===== src/hdl/ffa_pkg.sv =====
`timescale 1ns / 1ps
// ---------------------------------------------------------------------------
// ffa_pkg
// Shared types and constants of the first-fit free-list allocator.
// ---------------------------------------------------------------------------
`default_nettype none

package ffa_pkg;

  localparam int ADDR_W = 32;
  localparam int REQ_W  = 24;
  localparam int SIZE_W = 25;
  localparam int CFG_W  = 32;

  localparam int DEF_LIST_ENTRIES = 16;
  localparam int DEF_GROW_CHUNK   = 65536;
  localparam int DEF_MIN_BLOCK    = 16;
  localparam int DEF_WORD_BYTES   = 4;

  localparam logic [ADDR_W-1:0] RST_POOL_BASE   = 32'd0;
  localparam logic [REQ_W-1:0]  RST_POOL_SIZE   = 24'd100;
  localparam logic [ADDR_W-1:0] RST_BREAK_BASE  = 32'd65536;
  localparam logic [ADDR_W-1:0] RST_BREAK_LIMIT = 32'hFFFF_FFFF;

  typedef enum logic [1:0] {
    CFG_POOL_BASE   = 2'd0,
    CFG_POOL_SIZE   = 2'd1,
    CFG_BREAK_BASE  = 2'd2,
    CFG_BREAK_LIMIT = 2'd3
  } cfg_index_t;

  typedef enum logic [1:0] {
    ST_OK    = 2'd0,
    ST_NOMEM = 2'd1,
    ST_FULL  = 2'd2
  } status_t;

  typedef enum logic {
    OP_ALLOC = 1'b0,
    OP_FREE  = 1'b1
  } op_t;

  typedef struct packed {
    op_t               op;
    logic [REQ_W-1:0]  request_size;
    logic [ADDR_W-1:0] user_address;
  } in_item_t;

  typedef struct packed {
    logic [ADDR_W-1:0] alloc_address;
    status_t           status;
  } out_item_t;

  typedef struct packed {
    logic [ADDR_W-1:0] addr;
    logic [SIZE_W-1:0] size;
  } entry_t;

endpackage

`default_nettype wire


===== src/hdl/ffa_mem.sv =====
`timescale 1ns / 1ps
// ---------------------------------------------------------------------------
// ffa_mem
// Free-list store: one write port, one read port, registered read data.
// ---------------------------------------------------------------------------
`default_nettype none

module ffa_mem
  import ffa_pkg::*;
#(
  parameter int DEPTH = DEF_LIST_ENTRIES,
  localparam int IW = (DEPTH > 1) ? $clog2(DEPTH) : 1
) (
  input  wire logic          clk,
  input  wire logic          we,
  input  wire logic [IW-1:0] waddr,
  input  wire entry_t        wdata,
  input  wire logic [IW-1:0] raddr,
  output entry_t             rdata
);

  entry_t mem [DEPTH];

  always_ff @(posedge clk) begin
    if (we) begin
      mem[waddr] <= wdata;
    end
    rdata <= mem[raddr];
  end

endmodule

`default_nettype wire


===== src/hdl/ffa_core.sv =====
`timescale 1ns / 1ps
// ---------------------------------------------------------------------------
// ffa_core
// Sequencer: first-fit scan, split, removal shift, head insertion, growth.
// ---------------------------------------------------------------------------
`default_nettype none

module ffa_core
  import ffa_pkg::*;
#(
  parameter int LIST_ENTRIES = DEF_LIST_ENTRIES,
  parameter int GROW_CHUNK   = DEF_GROW_CHUNK,
  parameter int MIN_BLOCK    = DEF_MIN_BLOCK,
  parameter int WORD_BYTES   = DEF_WORD_BYTES,
  localparam int IW = (LIST_ENTRIES > 1) ? $clog2(LIST_ENTRIES) : 1,
  localparam int CW = $clog2(LIST_ENTRIES + 1)
) (
  input  wire logic             clk,
  input  wire logic             rst,
  input  wire logic             cfg_we,
  input  wire cfg_index_t       cfg_index,
  input  wire logic [CFG_W-1:0] cfg_data,
  input  wire logic             req_valid,
  output logic                  req_ready,
  input  wire in_item_t         req,
  output logic                  rsp_valid,
  input  wire logic             rsp_ready,
  output out_item_t             rsp,
  output logic                  mem_we,
  output logic [IW-1:0]         mem_waddr,
  output entry_t                mem_wdata,
  output logic [IW-1:0]         mem_raddr,
  input  wire entry_t           mem_rdata
);

  localparam int GW = SIZE_W + 1;

  typedef enum logic [2:0] {
    S_INIT, S_IDLE, S_SCAN, S_GROW, S_REMOVE, S_SHIFT, S_RESP
  } state_t;

  state_t            state;
  logic [ADDR_W-1:0] pool_base, break_base, break_limit, heap_break;
  logic [REQ_W-1:0]  pool_size;
  logic [CW-1:0]     cnt, rd, chk, wptr;
  logic              pend;
  logic [SIZE_W-1:0] nsz;
  logic [ADDR_W-1:0] uaddr, res_addr;
  status_t           res_st;

  logic [SIZE_W-1:0] n0, n1, n_in, rem;
  logic [GW-1:0]     grow, grow_rem;
  logic [ADDR_W:0]   nb;
  logic              fit, exact, last, full;
  entry_t            init_ent;

  always_comb begin
    n0   = SIZE_W'(req.request_size) + SIZE_W'(WORD_BYTES);
    n1   = (n0 < SIZE_W'(MIN_BLOCK)) ? SIZE_W'(MIN_BLOCK) : n0;
    n_in = (n1 + SIZE_W'(WORD_BYTES - 1)) & ~SIZE_W'(WORD_BYTES - 1);
    grow = (GW'(nsz) + GW'(GROW_CHUNK - 1)) & ~GW'(GROW_CHUNK - 1);
    grow_rem = grow - GW'(nsz);
    nb    = {1'b0, heap_break} + (ADDR_W + 1)'(grow);
    fit   = mem_rdata.size >= nsz;
    exact = mem_rdata.size == nsz;
    rem   = mem_rdata.size - nsz;
    last  = chk == (cnt - CW'(1));
    full  = cnt >= CW'(LIST_ENTRIES);
  end

  always_comb begin
    init_ent.addr = pool_base;
    init_ent.size = SIZE_W'(pool_size);
    if (cfg_we) begin
      unique case (cfg_index)
        CFG_POOL_BASE:   init_ent.addr = cfg_data;
        CFG_POOL_SIZE:   init_ent.size = SIZE_W'(cfg_data[REQ_W-1:0]);
        CFG_BREAK_BASE,
        CFG_BREAK_LIMIT: ;
        default:         ;
      endcase
    end
  end

  always_comb begin
    mem_we    = 1'b0;
    mem_waddr = '0;
    mem_wdata = init_ent;
    mem_raddr = rd[IW-1:0];
    unique case (state)
      S_INIT: mem_we = 1'b1;
      S_IDLE: mem_we = cfg_we;
      S_SCAN: begin
        if (pend && fit && !exact) begin
          mem_we         = 1'b1;
          mem_waddr      = chk[IW-1:0];
          mem_wdata.addr = mem_rdata.addr;
          mem_wdata.size = rem;
        end
      end
      S_GROW: begin
        if (!full && nb <= {1'b0, break_limit} && grow_rem != '0) begin
          mem_we         = 1'b1;
          mem_waddr      = cnt[IW-1:0];
          mem_wdata.addr = heap_break;
          mem_wdata.size = SIZE_W'(grow_rem);
        end
      end
      S_REMOVE: begin
        mem_we    = pend;
        mem_waddr = wptr[IW-1:0];
        mem_wdata = mem_rdata;
      end
      S_SHIFT: begin
        mem_raddr = IW'(rd - CW'(1));
        if (pend) begin
          mem_we    = 1'b1;
          mem_waddr = wptr[IW-1:0];
          mem_wdata = mem_rdata;
        end else if (rd == '0) begin
          mem_we         = 1'b1;
          mem_waddr      = '0;
          mem_wdata.addr = uaddr - ADDR_W'(WORD_BYTES);
          mem_wdata.size = nsz;
        end
      end
      S_RESP: ;
      default: ;
    endcase
  end

  assign req_ready = state == S_IDLE;

  always_ff @(posedge clk) begin
    if (rst) begin
      state       <= S_INIT;
      pool_base   <= RST_POOL_BASE;
      pool_size   <= RST_POOL_SIZE;
      break_base  <= RST_BREAK_BASE;
      break_limit <= RST_BREAK_LIMIT;
      heap_break  <= RST_BREAK_BASE;
      cnt         <= CW'(1);
      rd          <= '0;
      chk         <= '0;
      wptr        <= '0;
      pend        <= 1'b0;
      rsp_valid   <= 1'b0;
    end else begin
      if (rsp_valid && rsp_ready && state != S_RESP) begin
        rsp_valid <= 1'b0;
      end
      if (cfg_we) begin
        cnt <= CW'(1);
        unique case (cfg_index)
          CFG_POOL_BASE:   pool_base   <= cfg_data;
          CFG_POOL_SIZE:   pool_size   <= cfg_data[REQ_W-1:0];
          CFG_BREAK_BASE:  break_base  <= cfg_data;
          CFG_BREAK_LIMIT: break_limit <= cfg_data;
          default: ;
        endcase
        heap_break <= (cfg_index == CFG_BREAK_BASE) ? cfg_data : break_base;
      end
      unique case (state)
        S_INIT: begin
          state <= S_IDLE;
        end
        S_IDLE: begin
          if (req_valid) begin
            nsz      <= n_in;
            uaddr    <= req.user_address;
            pend     <= 1'b0;
            res_addr <= '0;
            if (req.op == OP_ALLOC) begin
              rd     <= '0;
              res_st <= ST_OK;
              state  <= (cnt == '0) ? S_GROW : S_SCAN;
            end else if (full) begin
              res_st <= ST_FULL;
              state  <= S_RESP;
            end else begin
              rd     <= cnt;
              res_st <= ST_OK;
              state  <= S_SHIFT;
            end
          end
        end
        S_SCAN: begin
          if (pend && fit) begin
            if (exact) begin
              res_addr <= mem_rdata.addr + ADDR_W'(WORD_BYTES);
              rd       <= chk + CW'(1);
              pend     <= 1'b0;
              state    <= S_REMOVE;
            end else begin
              res_addr <= mem_rdata.addr + ADDR_W'(rem) + ADDR_W'(WORD_BYTES);
              state    <= S_RESP;
            end
          end else if (pend && last) begin
            state <= S_GROW;
          end else begin
            pend <= 1'b1;
            chk  <= rd;
            rd   <= rd + CW'(1);
          end
        end
        S_GROW: begin
          if (full) begin
            res_st <= ST_FULL;
          end else if (nb > {1'b0, break_limit}) begin
            res_st <= ST_NOMEM;
          end else begin
            heap_break <= nb[ADDR_W-1:0];
            res_addr   <= heap_break + ADDR_W'(grow_rem) + ADDR_W'(WORD_BYTES);
            if (grow_rem != '0) begin
              cnt <= cnt + CW'(1);
            end
          end
          state <= S_RESP;
        end
        S_REMOVE: begin
          if (rd < cnt) begin
            pend <= 1'b1;
            wptr <= rd - CW'(1);
            rd   <= rd + CW'(1);
          end else begin
            pend <= 1'b0;
            if (!pend) begin
              cnt   <= cnt - CW'(1);
              state <= S_RESP;
            end
          end
        end
        S_SHIFT: begin
          if (rd != '0) begin
            pend <= 1'b1;
            wptr <= rd;
            rd   <= rd - CW'(1);
          end else begin
            pend <= 1'b0;
            if (!pend) begin
              cnt   <= cnt + CW'(1);
              state <= S_RESP;
            end
          end
        end
        S_RESP: begin
          if (!rsp_valid || rsp_ready) begin
            rsp_valid         <= 1'b1;
            rsp.alloc_address <= res_addr;
            rsp.status        <= res_st;
            state             <= S_IDLE;
          end
        end
        default: state <= S_IDLE;
      endcase
    end
  end

endmodule

`default_nettype wire


===== src/hdl/first_fit_free_list_allocator.sv =====
`timescale 1ns / 1ps
// Allocate: a first-fit scan reads one list entry per cycle; an exact fit then
//   shifts the tail of the list down. Free shifts the entries up and inserts
//   the freed block at the head; a full list refuses it.
// One item at a time: no new item is taken until the last result is in rsp.
// Reset: synchronous; after reset an init state writes the initial pool entry,
//   during which no item is taken. A write while idle reinitialises the list.
// ---------------------------------------------------------------------------
// first_fit_free_list_allocator
// Allocate and free over an ordered free list held in a synchronous memory.
// ---------------------------------------------------------------------------
`default_nettype none

module first_fit_free_list_allocator
  import ffa_pkg::*;
#(
  parameter int LIST_ENTRIES = DEF_LIST_ENTRIES,
  parameter int GROW_CHUNK   = DEF_GROW_CHUNK,
  parameter int MIN_BLOCK    = DEF_MIN_BLOCK,
  parameter int WORD_BYTES   = DEF_WORD_BYTES
) (
  input  wire logic             clk,
  input  wire logic             rst,
  input  wire logic             cfg_we,
  input  wire cfg_index_t       cfg_index,
  input  wire logic [CFG_W-1:0] cfg_data,
  input  wire logic             req_valid,
  output logic                  req_ready,
  input  wire in_item_t         req,
  output logic                  rsp_valid,
  input  wire logic             rsp_ready,
  output out_item_t             rsp
);

  localparam int IW = (LIST_ENTRIES > 1) ? $clog2(LIST_ENTRIES) : 1;

  logic          mem_we;
  logic [IW-1:0] mem_waddr, mem_raddr;
  entry_t        mem_wdata, mem_rdata;

  ffa_core #(
    .LIST_ENTRIES(LIST_ENTRIES),
    .GROW_CHUNK  (GROW_CHUNK),
    .MIN_BLOCK   (MIN_BLOCK),
    .WORD_BYTES  (WORD_BYTES)
  ) u_core (
    .clk, .rst, .cfg_we, .cfg_index, .cfg_data,
    .req_valid, .req_ready, .req,
    .rsp_valid, .rsp_ready, .rsp,
    .mem_we, .mem_waddr, .mem_wdata, .mem_raddr, .mem_rdata
  );

  ffa_mem #(
    .DEPTH(LIST_ENTRIES)
  ) u_mem (
    .clk,
    .we   (mem_we),
    .waddr(mem_waddr),
    .wdata(mem_wdata),
    .raddr(mem_raddr),
    .rdata(mem_rdata)
  );

`ifndef NO_ASSERTIONS
  a_busy_after_accept: assert property (@(posedge clk) disable iff (rst)
    req_valid && req_ready |=> !req_ready)
    else $error("item taken while busy");

  a_addr_zero_on_fail: assert property (@(posedge clk) disable iff (rst)
    rsp_valid && rsp.status != ST_OK |-> rsp.alloc_address == '0)
    else $error("address given on failed item");

  a_status_code: assert property (@(posedge clk) disable iff (rst)
    rsp_valid |-> (rsp.status == ST_OK || rsp.status == ST_NOMEM
                   || rsp.status == ST_FULL))
    else $error("bad status code");

  a_init_after_reset: assert property (@(posedge clk)
    rst |=> !req_ready)
    else $error("item taken before pool entry written");
`endif

endmodule

`default_nettype wire


===== config.mk =====
export PLATFORM = sky130hd
export DESIGN_NAME = first_fit_free_list_allocator
export DESIGN_NICKNAME = d
export VERILOG_FILES = /design/src/hdl/ffa_pkg.sv /design/src/hdl/ffa_mem.sv /design/src/hdl/ffa_core.sv /design/src/hdl/first_fit_free_list_allocator.sv
export SDC_FILE = /design/constraint.sdc
export NUM_CORES = 2
export LEC_CHECK = 0
export BUFFER_PORTS_ARGS = -buffer_cell sky130_fd_sc_hd__buf_4
export CORE_UTILIZATION = 42
export DETAILED_ROUTE_END_ITERATION = 6
export PLACE_DENSITY_LB_ADDON = 0.3
export SLEW_MARGIN = 15
export SYNTH_ARGS = -nofsm -noshare
export SYNTH_HDL_FRONTEND = slang
export SYNTH_HIERARCHICAL = 1
export SYNTH_SLANG_ARGS = --single-unit

===== constraint.sdc =====
create_clock -name clk -period 10.55 [get_ports clk]
set_clock_uncertainty 0.2 [all_clocks]
set_input_delay 0.5275 -clock clk [delete_from_list [all_inputs] [get_ports clk]]
set_output_delay 0.5275 -clock clk [all_outputs]
set_load 0.01 [all_outputs]

==> out/qor.yml <==
synth.distinct_cells: 88
cts_tree: "done"
slew_headroom: 0.119
root_buffer: "clkbuf_16"
finalHoldViolations: 0
layout_commonest_cell: "edfxtp_1"
min_period_over_period: 0.860
finalSetupViolCount: 0
synth_compound_area_frac: 0.106
yosysWarnings: 6
holdCritPathClass: "in2reg"
synth_xor_area_frac: 0.0315
end_kind: "flop"
core_region_area_um2: 137000
worstMarginPinSlew_ns: 1.31
synth_top_family_by_area: "multiplexers"
regArea_um2: 35700
dieArea_um2: 140000
ant_nets: 0
via_count: 38600
synth_mux_area_frac: 0.107
cellLeakagePower_nw: 23.7
drt_first_pass_iters: 6
synth_fa_ha_area_frac: 0.0412
synthFlopType: "edfxtp_1"
die_h_um: 374
syn_inst: 4182
nets: 4708
drv_cap: 0
first_global_vias: 36500
critPathTopFamily: "simple AND/OR/NAND/NOR gates"
yosysTopAreaCell: "edfxtp_1"
initial_core_util: 0.423
drt-total-wl_mm: 184
clockBufferDepth: 3
rsz0062_at_grt: "false"
worstSetupPathType: "reg2reg"
num_io_pins: 132
vias_per_cell: 6.11
fp.dieW_um: 374
dp_hpwl_mm: 126
clk_pin_slew_ns: 0.07
synth_seq_cells: 1268
track_usage: 0.259
drive_above_1_share: 0.170
post_cts_resize_count: 0
critPathRequiredTime_ns: 10.78
portBuffers: 131
power_density_nw_per_um2: 269
multiInputGateArea_um2: 21300
path_buf_inv: 7
drc: 0
clk_latency_ns: 0.79
synthArstFlopShare: 0
cp-start-kind: "flop"
slowest_delay_ns: 0.62
cp_slowest_cell: "nor2_4"
syn_to_final_growth_pct: 15.0
arrival_ns: 9.31
cts_sinks: 1268
antenna_found_initial: 14
synth_edf_count: 1035
synth_seq_area_share: 0.615
fillers: 11600
place.gp.congestion: 0.989
status: "finished clean"
grt_max_degree: 100
path_common_cell: "inv_1"
fp-row-count: 136
maxSlewViolCount: 0
max_freq_mhz: 110
wl_per_cell_um: 29.1
netlist_area_um2: 58100
final_cell_mix: "edfxtp_1 (1,035), nand2_1 (299), nor2_1 (288)"
synth_top_area_frac: 0.535
yosys.area_share.simple: 0.0741
numCtsBuffers: 134
gr-total-overflow: 0
avgSynthCellArea_um2: 13.9
path_max_fanout: 21
finalSetupTns_ns: 0
period_needed_ns: 9.07
first_iter_violations: 4923
finalPower_mw: 18.0
htreeDepth: 4
syn-num-nets: 4467
irDropWorstVdd_v: 0.000187
yosys-top-cells-area: "edfxtp_1 (53%), mux4_2 (8.8%), dfxtp_1 (8.0%), ha_1 (4.0%), nor2_1 (2.0%)"
grt_pass1_wl_mm: 263
[worst reg2reg max path, delay by kind of cell, from the launching register on]
family	cells	cell delay (ns)
compound gates	8	1.78
xor+xnor	1	0.18
flops	1	0.46
buf+inv	7	1.48
fa+ha+maj	5	1.47
simple gates	11	3.12
[cell families after synthesis]
family	Yosys count
xor+xnor	209
buf+inv	342
flops	1268
compound gates	909
mux	337
fa+ha+maj	189
simple gates	928
[final cells by class]
| cell class | count | area share |
|---|---|---|
| clock inverters | 67 | 0.0113 |
| diodes | 3 | 0.000112 |
| inverters | 125 | 0.00713 |
| repair buffers | 322 | 0.0406 |
| multi-input cells | 2572 | 0.318 |
| flip-flops and latches | 1268 | 0.535 |
| clock buffers | 177 | 0.0547 |
| well taps | 1794 | 0.0336 |
[layer usage]
layer	wire, um	track usage
met1	75800	0.359
met2	81800	0.390
met5	75	0
met3	18900	0.0641
met4	7410	0.105
[path summary, 6_finish.rpt]
check	from	to	slack, ns	cells after the start
hold / removal	req[49]	u_core/nsz[18]	0.05	4
hold reg to reg	u_core/res_addr[3]	u_core/rsp[5]	0.21	0
setup reg to reg	u_core/nsz[3]	u_mem/mem[15][20]	1.48	32
setup / recovery	u_core/nsz[3]	u_mem/mem[15][20]	1.48	32
[report_power, final]
group / switching [mW] / internal, mW
logic: 4.09 / 2.42
registers: 0.418 / 6.33
clock network: 2.02 / 2.71
[metrics by stage]
| stage | instances | utilization | worst slack, ns | hold slack, ns | cell area (um2) |
|---|---|---|---|---|---|
| CTS | 6322 | 0.486 | 1.62 | 0.00267 | 66800 |
| floorplan | 4182 | - | 0.943 | 0.200 | 58100 |
| detailed placement | 5997 | 0.448 | 1.69 | 0.205 | 61600 |
| finish | 6328 | 0.487 | 1.48 | 0.0490 | 66900 |
| global placement | 5996 | 0.448 | 1.75 | 0.204 | 61500 |
| global route | 6325 | 0.487 | 0.984 | 0.0603 | 66900 |
[Yosys cell counts, types with 52 or more instances]
library cell  instances
xor2_1               88
nand2_1             299
a21o_1               54
o21ai_0             137
inv_1               123
mux2i_1             104
a21oi_1             216
nor2_1              304
dfxtp_1             233
nand3_1              52
clkbuf_1            151
ha_1                185
mux4_2              228
xnor2_1             121
a22oi_1             128
edfxtp_1           1035
[repair_timing]
| item | 4_1_cts | 5_1_grt |
|---|---|---|
| hold buffers | 81 | 0 |
| hold endpoints to repair | 148 | 0 |
| setup buffers | 0 | 0 |
[registers in the layout, indices dropped and copies added (netlist names), 3 cells and up]
signal and cells:
u_mem/mem 912, u_core/state 3, u_core/break_base 32, u_core/res_addr 32, u_core/uaddr 32, u_core/pool_base 32, u_core/break_limit 32, u_core/heap_break 32
u_core/pool_size 24, u_core/wptr 4, u_core/chk 5, u_core/rsp 34, u_core/rd 5, u_core/cnt 5, u_mem/rdata 57, u_core/nsz 23
Power figures use the tool's default switching activity.
